File: config.mk
export PLATFORM = sky130hd
export DESIGN_NAME = serial_command_parser_unit
export DESIGN_NICKNAME = d
export VERILOG_FILES = /design/src/rtl/scp_pkg.sv /design/src/rtl/scp_cell.sv /design/src/rtl/serial_command_parser_unit.sv
export SDC_FILE = /design/constraint.sdc
export NUM_CORES = 1
export LEC_CHECK = 0
export ABC_AREA = 1
export BUFFER_PORTS_ARGS = -buffer_cell sky130_fd_sc_hd__buf_2
export CELL_PAD_IN_SITES_DETAIL_PLACEMENT = 0
export CELL_PAD_IN_SITES_GLOBAL_PLACEMENT = 1
export CORE_MARGIN = 2
export CORE_UTILIZATION = 25
export DETAILED_ROUTE_END_ITERATION = 10
export GPL_ROUTABILITY_DRIVEN = 0
export PLACE_DENSITY = 0.49
export SKIP_LAST_GASP = 1
export SYNTH_ARGS = -nofsm -noshare
export SYNTH_HDL_FRONTEND = slang
export SYNTH_SLANG_ARGS = --single-unit
File: constraint.sdc
create_clock -name clk -period 1.7 [get_ports clk]
set_input_delay 0.085 -clock clk [delete_from_list [all_inputs] [get_ports clk]]
set_output_delay 0.085 -clock clk [all_outputs]
set_load 0.005 [all_outputs]
File: src/rtl/scp_pkg.sv
// ----------------------------------------------------------------------------
// scp_pkg
// Shared types and constants for the serial command parser.
// ----------------------------------------------------------------------------
package scp_pkg;

    localparam int PAYLOAD_LEN_DEF = 33;
    localparam int MAX_CMD_LEN_DEF = 35;

    localparam int CNT_W   = 6;
    localparam int EV_W    = 3;
    localparam int NCELLS  = 5;

    // event codes
    localparam logic [EV_W-1:0] EV_RESET     = 3'd0;
    localparam logic [EV_W-1:0] EV_READ_PARA = 3'd1;
    localparam logic [EV_W-1:0] EV_READ_SENS = 3'd2;
    localparam logic [EV_W-1:0] EV_WRITE     = 3'd3;
    localparam logic [EV_W-1:0] EV_PAYLOAD   = 3'd4;

    // characters of interest
    localparam logic [7:0] CH_BANG = 8'h21;
    localparam logic [7:0] CH_R    = 8'h72;
    localparam logic [7:0] CH_E    = 8'h65;
    localparam logic [7:0] CH_S    = 8'h73;
    localparam logic [7:0] CH_T    = 8'h74;
    localparam logic [7:0] CH_C    = 8'h63;
    localparam logic [7:0] CH_I    = 8'h69;

    // per-cell character decode
    typedef struct packed {
        logic is_r;
        logic is_e;
        logic is_s;
        logic is_t;
        logic is_c;
        logic is_i;
    } scp_hit_t;

endpackage

File: src/rtl/scp_cell.sv
// ----------------------------------------------------------------------------
// scp_cell
// One stage of the recent-byte history: holds a byte, passes it on when the
// chain shifts, and decodes it against the command characters.
// ----------------------------------------------------------------------------
module scp_cell (
    input  logic            clk,
    input  logic            rst_n,
    input  logic            shift_en,
    input  logic [7:0]      byte_in,
    output logic [7:0]      byte_out,
    output scp_pkg::scp_hit_t hit
);
    import scp_pkg::*;

    logic [7:0] byte_reg;
    logic [7:0] byte_next;

    assign byte_next = shift_en ? byte_in : byte_reg;

    always_ff @(posedge clk or negedge rst_n)
    begin
        if (!rst_n)
        begin
            byte_reg <= '0;
        end
        else
        begin
            byte_reg <= byte_next;
        end
    end

    assign byte_out = byte_reg;

    always_comb
    begin
        hit.is_r = (byte_reg == CH_R);
        hit.is_e = (byte_reg == CH_E);
        hit.is_s = (byte_reg == CH_S);
        hit.is_t = (byte_reg == CH_T);
        hit.is_c = (byte_reg == CH_C);
        hit.is_i = (byte_reg == CH_I);
    end

endmodule

File: src/rtl/serial_command_parser_unit.sv
// ----------------------------------------------------------------------------
// serial_command_parser_unit
// Parses serial command messages and forwards the parameter payload.
// ----------------------------------------------------------------------------
// One received byte is taken per beat, one beat per clock when the output
// side keeps up; each byte gives at most one output beat, which is registered
// and held in a single output register. Messages end in '!': "reset!", "cr!",
// "cs!" and "ci!" report events 0..3 on tuser, anything else is dropped,
// as is a message reaching MAX_CMD_LEN bytes without '!'. After "ci!" one
// byte is skipped and the next PAYLOAD_LEN bytes come out as event 4 with
// their index in tdata and tlast on the final one. The last five command
// bytes sit in a shift chain of five cells that decode their own byte.
// ----------------------------------------------------------------------------
module serial_command_parser_unit #(
    parameter int PAYLOAD_LEN = scp_pkg::PAYLOAD_LEN_DEF,
    parameter int MAX_CMD_LEN = scp_pkg::MAX_CMD_LEN_DEF
) (
    input  logic        clk,
    input  logic        rst_n,
    input  logic        s_axis_tvalid,
    output logic        s_axis_tready,
    input  logic [7:0]  s_axis_tdata,   // [7:0] rx_byte
    output logic        m_axis_tvalid,
    input  logic        m_axis_tready,
    output logic [15:0] m_axis_tdata,   // [5:0] payload_index, [13:6] payload_byte
    output logic [2:0]  m_axis_tuser,   // [2:0] event_res
    output logic        m_axis_tlast    // payload_last
);
    import scp_pkg::*;

    logic [7:0] rx_byte;
    logic       in_fire;

    logic             mode_reg, mode_next;
    logic [CNT_W-1:0] cnt_reg,  cnt_next;

    logic             ov_reg,   ov_next;
    logic [EV_W-1:0]  ev_reg,   ev_next;
    logic [CNT_W-1:0] idx_reg,  idx_next;
    logic [7:0]       pb_reg,   pb_next;
    logic             last_reg, last_next;

    logic       shift_en;
    logic [7:0] chain [NCELLS+1];
    scp_hit_t   hit   [NCELLS];

    logic [CNT_W:0] cnt_inc;
    logic           is_bang;
    logic           m_reset, m_cmd;

    assign rx_byte       = s_axis_tdata;
    assign s_axis_tready = !ov_reg || m_axis_tready;
    assign in_fire       = s_axis_tvalid && s_axis_tready;

    // history chain, cell 0 holds the newest byte
    assign shift_en = in_fire && !mode_reg;
    assign chain[0] = rx_byte;

    for (genvar k = 0; k < NCELLS; k++)
    begin : g_cell
        scp_cell u_cell (
            .clk      (clk),
            .rst_n    (rst_n),
            .shift_en (shift_en),
            .byte_in  (chain[k]),
            .byte_out (chain[k+1]),
            .hit      (hit[k])
        );
    end

    assign cnt_inc = {1'b0, cnt_reg} + {{CNT_W{1'b0}}, 1'b1};
    assign is_bang = (rx_byte == CH_BANG);
    assign m_reset = (cnt_reg >= CNT_W'(5)) && hit[4].is_r && hit[3].is_e &&
                     hit[2].is_s && hit[1].is_e && hit[0].is_t;
    assign m_cmd   = (cnt_reg >= CNT_W'(2)) && hit[1].is_c;

    always_comb
    begin
        mode_next = mode_reg;
        cnt_next  = cnt_reg;
        ov_next   = ov_reg && !m_axis_tready;
        ev_next   = ev_reg;
        idx_next  = idx_reg;
        pb_next   = pb_reg;
        last_next = last_reg;

        if (in_fire)
        begin
            ev_next   = EV_PAYLOAD;
            idx_next  = '0;
            pb_next   = '0;
            last_next = 1'b0;
            if (mode_reg)
            begin
                cnt_next = cnt_inc[CNT_W-1:0];
                if (cnt_reg != '0)
                begin
                    ov_next  = 1'b1;
                    idx_next = cnt_reg - CNT_W'(1);
                    pb_next  = rx_byte;
                    if (cnt_reg >= CNT_W'(PAYLOAD_LEN))
                    begin
                        last_next = 1'b1;
                        mode_next = 1'b0;
                        cnt_next  = '0;
                    end
                end
            end
            else if (is_bang)
            begin
                cnt_next = '0;
                if (m_reset)
                begin
                    ov_next = 1'b1;
                    ev_next = EV_RESET;
                end
                else if (m_cmd && hit[0].is_r)
                begin
                    ov_next = 1'b1;
                    ev_next = EV_READ_PARA;
                end
                else if (m_cmd && hit[0].is_s)
                begin
                    ov_next = 1'b1;
                    ev_next = EV_READ_SENS;
                end
                else if (m_cmd && hit[0].is_i)
                begin
                    ov_next   = 1'b1;
                    ev_next   = EV_WRITE;
                    mode_next = 1'b1;
                end
            end
            else if (cnt_inc >= (CNT_W+1)'(MAX_CMD_LEN))
            begin
                cnt_next = '0;
            end
            else
            begin
                cnt_next = cnt_inc[CNT_W-1:0];
            end
        end
    end

    always_ff @(posedge clk or negedge rst_n)
    begin
        if (!rst_n)
        begin
            mode_reg <= 1'b0;
            cnt_reg  <= '0;
            ov_reg   <= 1'b0;
        end
        else
        begin
            mode_reg <= mode_next;
            cnt_reg  <= cnt_next;
            ov_reg   <= ov_next;
        end
    end

    always_ff @(posedge clk)
    begin
        ev_reg   <= ev_next;
        idx_reg  <= idx_next;
        pb_reg   <= pb_next;
        last_reg <= last_next;
    end

    assign m_axis_tvalid = ov_reg;
    assign m_axis_tuser  = ev_reg;
    assign m_axis_tdata  = {2'b00, pb_reg, idx_reg};
    assign m_axis_tlast  = last_reg;

    // ------------------------------------------------------------------------
    a_last_is_payload: assert property (@(posedge clk) disable iff (!rst_n)
        m_axis_tvalid && m_axis_tlast |-> m_axis_tuser == EV_PAYLOAD)
        else $error("tlast on a non-payload beat");

    a_cmd_data_zero: assert property (@(posedge clk) disable iff (!rst_n)
        m_axis_tvalid && (m_axis_tuser != EV_PAYLOAD) |-> m_axis_tdata == '0)
        else $error("command beat carries payload data");

    a_enter_on_write: assert property (@(posedge clk) disable iff (!rst_n)
        $rose(mode_reg) |-> ov_reg && (ev_reg == EV_WRITE))
        else $error("payload mode entered without write event");

    a_leave_on_last: assert property (@(posedge clk) disable iff (!rst_n)
        $fell(mode_reg) |-> ov_reg && last_reg)
        else $error("payload mode left without last beat");

    a_cmd_len: assert property (@(posedge clk) disable iff (!rst_n)
        !mode_reg |-> cnt_reg < CNT_W'(MAX_CMD_LEN))
        else $error("command length out of range");

endmodule

* Word level (Yosys, flattened, before mapping)
Index checks and enable logic that the tools add are counted.
** Word-level totals
- Output and inout port bits :: 22
- Input port bits :: 12
- Flip-flop bits (word level) :: 66
- Logic and storage cells :: 78
** Cells by class
- Multiplexer cells :: 26
- Reduce and logical (&&, ||, !) cells :: 21
- Add/sub/neg operators :: 2
- Equal/unequal tests :: 10
- Bitwise logic cells :: 1
- Order comparisons :: 4
** Operator list (number)
- == test 8 x 7 -> 1 bit (second input constant) :: 9
- 2-to-1 mux 6 bit :: 5
- 2-to-1 mux 1 bit :: 17
- logical AND 1 bit :: 12
- 2-to-1 mux 3 bit :: 4
- == test 8 x 6 -> 1 bit (second input constant) :: 1
- adder 6 x 1 -> 7 bit (second input constant) :: 1
- greater-or-equal comparator 7 x 6 -> 1 bit (second input constant) :: 1
- greater-or-equal comparator 6 x 2 -> 1 bit (second input constant) :: 1
- greater-or-equal comparator 6 x 3 -> 1 bit (second input constant) :: 1
- greater-or-equal comparator 6 bit (second input constant) :: 1
- nonzero test 6 bit :: 1
- subtractor 6 x 1 -> 6 bit (second input constant) :: 1
- OR reduction 4 bit :: 1
- logical NOT 1 bit :: 3
- OR reduction 3 bit :: 1
- AND reduction 2 bit :: 1
- OR reduction 2 bit :: 1
- logical OR 1 bit :: 1
- inverter 1 bit :: 1

* Logic depth before layout (Yosys ltp)
Gate-level depths: netlist of the first run.
- Word-level depth :: 10
- Gate-level depth with buffers :: 13
- Gate-level depth less buffers :: 13

* Cells and area by module
From an unflattened synthesis of the first run, not the netlist that was laid out.
** Second synthesis, totals
- Cells, all modules :: 455
- Area total of the unflattened synthesis :: 3510.9 um^2
** Modules (own cells, without submodules)
- scp_cell :: seq. area each 200.2 um^2, instances 5, cells each 57, area an instance 402.9 um^2
- serial_command_parser_unit :: seq. area each 740.7 um^2, instances 1, cells each 170, area an instance 1496.4 um^2

* Worst setup path after synthesis of the first run
OpenSTA, ideal clock, no wires.
- Kind :: reg2reg
- Start :: reg cnt_reg[1]
- End :: reg idx_reg[0], data pin
- Setup time :: 0.260 ns
- Stages on the path, launching flop included :: 7
- Setup slack :: 0.117 ns
- Period minus slack after synthesis :: 1.583 ns
- Path buffers :: 1
- Data arrival time :: 1.323 ns
- Required time :: 1.440 ns
- Cells stage by stage :: dfrtp_1 inv_1 ha_1 nand2_1 o21ai_2 buf_2 nor2_1
** Between the ends
- Word-level cells in the longest chain between the ends :: 2
** RTL lines
- start, declared :: line serial_command_parser_unit.sv:35 : logic [CNT_W-1:0] cnt_reg, cnt_next;
- start signal, assigned :: line serial_command_parser_unit.sv:156 : cnt_reg <= cnt_next;
- nonzero test 6 bit :: line serial_command_parser_unit.sv:96 : if (cnt_reg != '0)
- AND reduction 2 bit (no source line)
- end signal, assigned :: line serial_command_parser_unit.sv:164 : idx_reg <= idx_next;
- end, declared :: line serial_command_parser_unit.sv:39 : logic [CNT_W-1:0] idx_reg, idx_next;
Every way passes these cells.
A chain may end at the register's enable or synchronous reset.

* Final worst setup path of the first run
- Start :: reg cnt_reg[1]
- End :: reg ov_reg (netlist: m_axis_tvalid)
** Between the ends
- Word-level cells in the longest chain between the ends :: 10
- Elaborated cells between the ends (all ways) :: 20
- Classes of those cells :: order compare: 2; mux: 8; reduce/logical: 10
** RTL lines
- greater-or-equal comparator 6 x 2 -> 1 bit or greater-or-equal comparator 6 x 3 -> 1 bit (tied branches) :: line serial_command_parser_unit.sv:75, serial_command_parser_unit.sv:73
- logical AND 1 bit, on equally long branches :: line serial_command_parser_unit.sv:75, serial_command_parser_unit.sv:73
- logical AND 1 bit, on equally long branches :: line serial_command_parser_unit.sv:127, serial_command_parser_unit.sv:73
- 2-to-1 mux 1 bit or logical AND 1 bit (tied branches) :: line serial_command_parser_unit.sv:127, serial_command_parser_unit.sv:73
- 2-to-1 mux 1 bit or logical AND 1 bit (tied branches) :: line serial_command_parser_unit.sv:122, serial_command_parser_unit.sv:74
- 2-to-1 mux 1 bit or logical AND 1 bit (tied branches) :: line serial_command_parser_unit.sv:117, serial_command_parser_unit.sv:74
- 2-to-1 mux 1 bit :: line serial_command_parser_unit.sv:112 : if (m_reset)
- 2-to-1 mux 1 bit :: line serial_command_parser_unit.sv:109 : else if (is_bang)
- 2-to-1 mux 1 bit * :: line serial_command_parser_unit.sv:93 : if (mode_reg)
- 2-to-1 mux 1 bit * :: line serial_command_parser_unit.sv:87 : if (in_fire)
- net ov_next :: line serial_command_parser_unit.sv:37 : logic ov_reg, ov_next;
- end signal, assigned :: line serial_command_parser_unit.sv:157 : ov_reg <= ov_next;
- end, declared :: line serial_command_parser_unit.sv:37
Mark *: on every way through the listed nets, which the timed path passes. The rest lies on a longest branch.

==> qor.csv, run 1 <==
stage,metric,value,unit
placed_design,dp.cells,564,
clock_tree,cts_root_buf,clkbuf_16,
clock_tree,cts.sinks,66,
cells_and_area,antennaDiodeCount,0,
synthesis,avgSynthCellArea,8.71,sq um
sta,finalMaxSlewViolations,0,
cells_and_area,drive_above_1_share,24.5,%
worst_setup_path,r2r_start,cnt_reg[1]$_DFFE_PN0P_,
worst_setup_path,slowest_stage,dfrtp_2,
worst_hold_path,worstHoldEndpoint,m_axis_tvalid$_DFF_PN0_,
synthesis,synth-compound-area-share,8.18,%
worst_setup_path,worst_path_most_repeated_cell,nand2_1,
global_route,grt_pass1_wl,11900,microns
die,initial_core_util,25.8,%
drt,drtAntennaViolNets,0,
worst_setup_path,critPathMaxFanout,5,
power_and_ir_drop,finalPower,4.72,mW
global_route,grt_max_degree,49,
clock_tree,clkTransAtPathRegs,0.05,ns
synthesis,synth_seq_area_share,55.8,%
worst_hold_path,min_path_cells,3,
synthesis,synth-xor-area-share,0.842,%
worst_setup_path,required,1.92,ns
sta,fin_setup_tns,0,ns
drt,vias_per_cell,4.02,
worst_setup_path,critPathArrivalTime,1.83,ns
cells_and_area,fin_nets,428,
synthesis,ys_ff_latch,66,
worst_hold_path,min_from,s_axis_tvalid,
worst_setup_path,r2r-end,m_axis_tvalid$_DFF_PN0_,
global_route,grt_use_total,11.9,%
clock_tree,cts.htree.levels,3,
sta,max_freq,621,MHz
drt,drt_wl_total,7320,microns
sta,post-route-min-period,1.61,ns
cells_and_area,fillers,1362,
die,io_pins,34,
worst_setup_path,cp-end-kind,register,
drt,drt_first_pass_iters,5,
worst_setup_path,crit_type,reg -> reg,
run,drv_cap,0,
synthesis,synth_top_family_by_area,simple AND/OR/NAND/NOR gates,
worst_setup_path,critical-path-top-delay-family,simple AND/OR/NAND/NOR gates,
cells_and_area,largest_register_ffs,40,
worst_hold_path,min_path_type,in -> reg,
synthesis,syn_area,3120,sq um
synthesis,yosysUniqueCellTypes,32,
synthesis,synthMuxAreaShare,2.17,%
sta,setup_viol,0,
worst_setup_path,crit_buf_inv,1,
cells_and_area,stdcell_count,585,
synthesis,synth-simple-area-share,22.8,%
worst_setup_path,worstSetupStartpointType,register,
sta,clock_skew,0.00734,ns
global_route,antenna_found_initial,0,
drt,dr_total_vias,2353,
die,fp-row-count,40,
worst_setup_path,rrSetupSlack,0.09,ns
drt,drc_errors,0,
die,dieHeight,116,microns
synthesis,synth_fa_ha_area_share,1.60,%
die,coreArea,12100,sq um
sta,post-route-period-util,94.7,%
clock_tree,cts_made_buffers,9,
clock_tree,clock_path_buffers,2,
power_and_ir_drop,leakage,1.90,nW
sta,finalHoldViolCount,0,
clock_tree,worstSkewPairLatency,0.33,ns
die,die_area,13400,sq um
synthesis,yosysWarnings,0,
drt,wl_per_cell,12.5,microns
placed_design,dp_hpwl,5200,microns
cells_and_area,syn_to_final_growth,27.5,%
clock_tree,cts_tree,done,
synthesis,syn_inst,358,
power_and_ir_drop,vdd_drop_max,0.000580,V
status,status,completed,
sta,hold_ws,0.00182,ns
placed_design,numPortBuffers,31,
die,die_w,116,microns
worst_setup_path,cp_slowest_stage_delay,0.44,ns
drt,drtIter0Drc,96,
global_route,grt_remaining_overflow,0,
worst_setup_path,r2r_cells,12,
power_and_ir_drop,powerDensity,1190,nW/um^2
worst_setup_path,path_cells,buf_6 -> ha_4 -> nor2_2 -> nand2_1 -> nor2_2 -> nor2_4 -> o21ai_2 -> nand3_2 -> nand2_2 -> nand2_1 -> nand2_1 -> nand2_1,
global_route,grt_pass1_vias,2305,
[cells in the mapped netlist]
library cell  count  area [sq um]
ha_1              4          50.1
o2111a_1          1          11.3
inv_1            47           176
a21oi_1          11          55.1
o21ai_2           2          17.5
nand2_2           3          18.8
xor2_1            3          26.3
inv_4             1          6.26
nand3_2           1          10.0
nor3_2            1          10.0
conb_1            1          3.75
dfrtp_1          48          1200
nor3_1            3          15.0
clkbuf_1          2          7.51
buf_6             1          11.3
o21ai_1           1          5.00
inv_2             4          15.0
nand3_1          14          70.1
nand2_1          85           319
buf_4             3          22.5
o21ai_0          30           150
nor2_1           52           195
nor2_4            1          11.3
o31ai_1           1          7.51
nor2_2            1          6.26
nand4_1           4          25.0
nand2_4           2          22.5
o311ai_0          1          8.76
mux2_2            6          67.6
buf_2             5          25.0
nand3b_1          1          7.51
edfxtp_1         18           541
[placed cells by master (no fill, tap or decap), types with 4 or more instances in the layout]
master     instances
inv_1             46
o21ai_0           30
a21oi_1           11
nand3_1           12
nor2_1            50
edfxtp_1          18
nand2_1           83
nand4_1            4
dfrtp_1           44
mux2_2             6
nand2_2            4
inv_2              4
clkbuf_16          9
dfrtp_2            4
buf_4             18
buf_2             31
clkbuf_1           4
[metrics by stage]
stage	utilization [%]	setup slack, ns	area [sq um]
after floorplan	-	0.117	3120
after global placement	29.5	0.0214	3570
after detailed placement	29.5	-0.0304	3570
after CTS	31.9	-0.0137	3860
after global routing	32.8	-0.00792	3980
final	32.8	0.0894	3980
[routing by layer]
metal | routed length, microns | up-vias | part of all wire, % | global-route usage (%)
met4 | 148 | 0 | 2.0 | 6.19
met1 | 3580 | 1079 | 49 | 16.1
met2 | 3340 | 29 | 46 | 17.5
met3 | 253 | 10 | 3.5 | 3.09
met5 | 0 | - | 0 | 0
li1 | - | 1235 | - | -
[worst max path at each step]
stage	start	to	cells after the start
floorplan	cnt_reg[1]$_DFFE_PN0P_	idx_reg[0]$_SDFFCE_PN0P_	6
global placement	cnt_reg[0]$_DFFE_PN0P_	cnt_reg[4]$_DFFE_PN0P_	9
detailed placement	cnt_reg[1]$_DFFE_PN0P_	m_axis_tvalid$_DFF_PN0_	13
CTS	cnt_reg[1]$_DFFE_PN0P_	m_axis_tvalid$_DFF_PN0_	13
global route	cnt_reg[0]$_DFFE_PN0P_	m_axis_tvalid$_DFF_PN0_	13
finish	cnt_reg[1]$_DFFE_PN0P_	m_axis_tvalid$_DFF_PN0_	12
[cells by family after synthesis]
logic type,after synthesis
fa+ha+maj,4
xor+xnor,3
compound gates,47
other cells,1
flops,66
simple gates,168
mux,6
buf+inv,63
[final cells by class]
cell class	instances	area, sq um	area share (%)
sequential	66	1750	43.9
inverter	52	200	5.03
timing repair buffer	53	352	8.84
clock buffer	14	254	6.39
tap	168	210	5.28
multi-input combinational	230	1200	30.3
clock inverter	2	11.3	0.283
[power by group]
| group | switching [mW] | leakage, nW | internal (mW) |
|---|---|---|---|
| combinational | 0.567 | 0.992 | 0.450 |
| clock | 0.657 | 0.131 | 1.03 |
| sequential | 0.195 | 0.772 | 1.83 |
[worst reg2reg max path, cell delays in order (launching register included)]
cell and delay [ns]:
dfrtp_2 0.44, buf_6 0.13, ha_4 0.15, nor2_2 0.10, nand2_1 0.07, nor2_2 0.16, nor2_4 0.06, o21ai_2 0.07
nand3_2 0.09, nand2_2 0.08, nand2_1 0.05, nand2_1 0.05, nand2_1 0.04
[what timing repair did]
item	in CTS	in global routing
gates resized for setup	2	22
pin swaps	0	8
cloned	0	0
endpoints found under the hold margin	49	0
buffers inserted	0	4
hold buffers	1	0
endpoints found under the setup margin	7	11
Power figures use the tool's default switching activity.
==> inputs of run 2 (changes only) <==
--- a/config.mk
+++ b/config.mk
@@ -5,7 +5,6 @@
 export SDC_FILE = /design/constraint.sdc
 export NUM_CORES = 1
 export LEC_CHECK = 0
-export ABC_AREA = 1
 export BUFFER_PORTS_ARGS = -buffer_cell sky130_fd_sc_hd__buf_2
 export CELL_PAD_IN_SITES_DETAIL_PLACEMENT = 0
 export CELL_PAD_IN_SITES_GLOBAL_PLACEMENT = 1
@@ -13,7 +12,7 @@
 export CORE_UTILIZATION = 25
 export DETAILED_ROUTE_END_ITERATION = 10
 export GPL_ROUTABILITY_DRIVEN = 0
-export PLACE_DENSITY = 0.49
+export PLACE_DENSITY = 0.46
 export SKIP_LAST_GASP = 1
 export SYNTH_ARGS = -nofsm -noshare
 export SYNTH_HDL_FRONTEND = slang
==> constraint.sdc (replaced) <==
create_clock -name clk -period 1.7 [get_ports clk]
set_input_delay 0.085 -clock clk [delete_from_list [all_inputs] [get_ports clk]]
set_output_delay 0.085 -clock clk [all_outputs]
set_load 0.1 [all_outputs]
==> run 2 against run 1 <==
  * The run now ends with setup timing left
  * Count of clock-buffer cells in the layout is 2 lower
  * Cell count is 17% lower
  * Non-clock buffer count is 37 higher
  * Routed wire length is 7.3% higher
  * Worst hold slack better by 0.016 ns
  * Maximum frequency is 20% lower
  * Cell area is 15% higher
  * Die area is 1.0% lower
  * Utilization is 5.3 points higher
  * Worst setup slack worse by 0.40 ns
  * Synthesized cell count is 33% lower
  * Sequential share of layout area is 5.8 points lower
==> qor.csv, run 2 <==
stage,metric,value,unit,change
drt,drt_first_pass_iters,4,,was 5
drt,drc_errors,0,,unchanged
worst_setup_path,crit_type,reg -> reg,,unchanged
global_route,grt_pass1_wl,12900,microns,was 11900 microns
sta,post-route-min-period,2.01,ns,was 1.61 ns
placed_design,numPortBuffers,31,,unchanged
sta,max_freq,497,MHz,was 621 MHz
clock_tree,worstSkewPairLatency,0.33,ns,about the same
worst_setup_path,critPathArrivalTime,2.27,ns,was 1.83 ns
cells_and_area,fin_nets,347,,was 428
cells_and_area,final_common_cell,buf_4,,was nand2_1
sta,rsz0062_at_grt,yes,,
drt,wl_per_cell,16.3,microns,was 12.5 microns
global_route,grt_use_total,13.1,%,was 11.9%
sta,fin_ws,-0.313,ns,was 0.0894 ns
sta,post-route-period-util,118,%,was 94.7%
synthesis,async_reset_ff_share,72.7,%,unchanged
synthesis,syn_inst,241,,was 358
placed_design,dp_hpwl,5590,microns,was 5200 microns
status,violations,setup timing,,
cells_and_area,drive_above_1_share,56.0,%,was 24.5%
synthesis,synth_top_area_share,38.9,%,was 38.5%
power_and_ir_drop,vdd_drop_max,0.000515,V,was 0.000580 V
cells_and_area,stdcell_count,483,,was 585
global_route,antenna_found_initial,0,,unchanged
die,io_pins,34,,unchanged
worst_setup_path,cp-end-kind,register,,unchanged
clock_tree,cts_root_buf,clkbuf_16,,unchanged
synthesis,yosysUniqueCellTypes,48,,was 32
synthesis,avgSynthCellArea,12.8,sq um,was 8.71 sq um
power_and_ir_drop,powerDensity,1350,nW/um^2,was 1190 nW/um^2
cells_and_area,antennaDiodeCount,0,,unchanged
synthesis,ys_ff_latch,66,,unchanged
power_and_ir_drop,leakage,1.95,nW,was 1.90 nW
clock_tree,cts.htree.levels,3,,unchanged
placed_design,post_dp_cell_area,4020,sq um,was 3570 sq um
synthesis,synth_area_leaders,"dfrtp_1 39%, edfxtp_1 18%, mux2_2 15%",,"was dfrtp_1 39%, edfxtp_1 17%, nand2_1 10%"
drt,drt_wl_total,7850,microns,was 7320 microns
placed_design,dp.cells,460,,was 564
status,status,"finished, violations left",,was completed
die,die_area,13300,sq um,was 13400 sq um
clock_tree,cts_made_buffers,9,,unchanged
sta,clock_skew,0.00669,ns,was 0.00734 ns
worst_setup_path,required,1.95,ns,was 1.92 ns
sta,worst_slew_pin_slew,0.500,ns,
sta,relSlewSlack,66.2,%,
drt,drtIter0Drc,115,,was 96
synthesis,yosysMostFrequentCell,dfrtp_1,,was nand2_1
sta,finalHoldViolCount,0,,unchanged
die,fp-row-count,40,,unchanged
cells_and_area,syn_to_final_growth,48.3,%,was 27.5%
drt,dr_total_vias,2190,,was 2353
synthesis,synth_seq_area_share,56.4,%,was 55.8%
synthesis,yosys-top-cells-count,"48 x dfrtp_1, 40 x mux2_2, 18 x edfxtp_1, 17 x nor2_1",,"was 85 x nand2_1, 52 x nor2_1, 48 x dfrtp_1, 47 x inv_1, 30 x o21ai_0"
synthesis,synth_edf_count,18,,unchanged
placed_design,pre_cts_slack,-0.367,ns,was -0.0304 ns
worst_setup_path,rrSetupSlack,-0.31,ns,was 0.09 ns
global_route,grt_pass1_vias,2268,,was 2305
cells_and_area,layout_common_cells,"48 x buf_4, 47 x dfrtp_1, 40 x mux2_4, 31 x buf_2, 18 x edfxtp_1",,"was 83 x nand2_1, 50 x nor2_1, 46 x inv_1, 44 x dfrtp_1, 31 x buf_2"
sta,finalMaxSlewViolations,0,,unchanged
run,drv_cap,0,,unchanged
die,dieHeight,115,microns,was 116 microns
drt,vias_per_cell,4.53,,was 4.02
worst_setup_path,critPathMaxFanout,3,,was 5
clock_tree,cts.sinks,66,,unchanged
drt,drtAntennaViolNets,0,,unchanged
synthesis,synth_area_leader_cell,dfrtp_1,,unchanged
synthesis,synthFlopType,dfrtp_1,,unchanged
global_route,grt_max_degree,32,,was 49
global_route,grt_remaining_overflow,0,,unchanged
die,initial_core_util,25.7,%,was 25.8%
synthesis,syn_area,3090,sq um,was 3120 sq um
sta,setup_viol,15,,was 0
synthesis,yosysWarnings,0,,unchanged
cells_and_area,final_cell_area,4580,sq um,was 3980 sq um
clock_tree,cts_tree,done,,unchanged
die,coreArea,12000,sq um,was 12100 sq um
clock_tree,clock_path_buffers,2,,unchanged
die,die_w,115,microns,was 116 microns
clock_tree,clkTransAtPathRegs,0.06,ns,was 0.05 ns
worst_setup_path,worstSetupStartpointType,register,,unchanged
power_and_ir_drop,finalPower,6.17,mW,was 4.72 mW
cells_and_area,largest_register_ffs,40,,unchanged
worst_hold_path,min_path_type,in -> reg,,unchanged
sta,hold_ws,0.0180,ns,was 0.00182 ns
[run 2: cell types whose count changed after synthesis, sizes merged, moves of 9 or more]
| cell | change |
|---|---|
| and2 | +9 |
| o21ai | -27 |
| inv | -45 |
| mux2 | +34 |
| nand2 | -84 |
| nor2 | -37 |
[run 2: final cells by class]
class	count	area [sq um]
fill	1182	7430
timing repair buffer	90	658
clock inverter	4	50.0
sequential	66	1750
inverter	7	32.5
clock buffer	12	246
tap	147	184
multi-input combinational	157	1660
[run 2: kinds of logic after synthesis]
| kind of cell | share of synthesized area (%) |
|---|---|
| xor+xnor | 1.99 |
| mux | 14.6 |
| fa+ha+maj | 1.62 |
| buf+inv | 3.28 |
| simple gates | 15.1 |
| other cells | 0.121 |
| compound gates | 6.89 |
| flops | 56.4 |
[run 2: worst max-delay path: stages (launching register included)]
cell	delay, ns
dfrtp_1	0.41
inv_4	0.08
ha_4	0.20
nor2b_4	0.12
or4_4	0.44
o221ai_4	0.23
a31oi_4	0.16
buf_6	0.16
nor3_2	0.15
[run 2: stage by stage]
| stage | util [%] | setup TNS (ns) |
|---|---|---|
| detailed placement | 33.4 | -2.91 |
| finish | 38.1 | -2.36 |
| global placement | 33.4 | -2.69 |
| global route | 38.1 | -3.34 |
| CTS | 37.1 | -2.12 |
| floorplan | - | -11.57 |
[run 2: layer usage]
layer,vias to the layer above,wire length [microns],part of all wire [%],GRT usage [%]
li1,1062,-,-,-
met1,1087,4100,52,19.6
met2,31,3380,43,17.6
met3,10,220,2.8,2.37
met4,0,154,2.0,7.15
met5,-,0,0,0
[run 2: final timing paths]
check                                                         start                                  endpoint  depth (start not counted)
max                                          cnt_reg[0]$_DFFE_PN0P_                    cnt_reg[4]$_DFFE_PN0P_                          8
min                                                 s_axis_tdata[5]  g_cell[0].u_cell.byte_out[5]$_DFFE_PN0P_                          2
max reg2reg                                  cnt_reg[0]$_DFFE_PN0P_                    cnt_reg[4]$_DFFE_PN0P_                          8
min reg2reg                g_cell[4].u_cell.byte_out[4]$_DFFE_PN0P_  g_cell[4].u_cell.byte_out[4]$_DFFE_PN0P_                          1
max in group asynchronous                                     rst_n  g_cell[1].u_cell.byte_out[4]$_DFFE_PN0P_                          3
min in group asynchronous                                     rst_n  g_cell[3].u_cell.byte_out[3]$_DFFE_PN0P_                          2
[run 2: repair_timing]
item                       in CTS  in global routing
setup endpoints to repair      21                 25
resized for setup              19                 24
buffers inserted                4                  2
hold endpoints to repair       18                  0
pin swaps                       9                 15
hold buffers                    2                  0
[run 2: where the power goes]
part | total (mW) | internal [mW] | switching [mW]
registers | 2.06 | 1.89 | 0.176
logic | 2.24 | 1.18 | 1.06
clock network | 1.86 | 1.18 | 0.684
total | 6.17 | 4.25 | 1.92
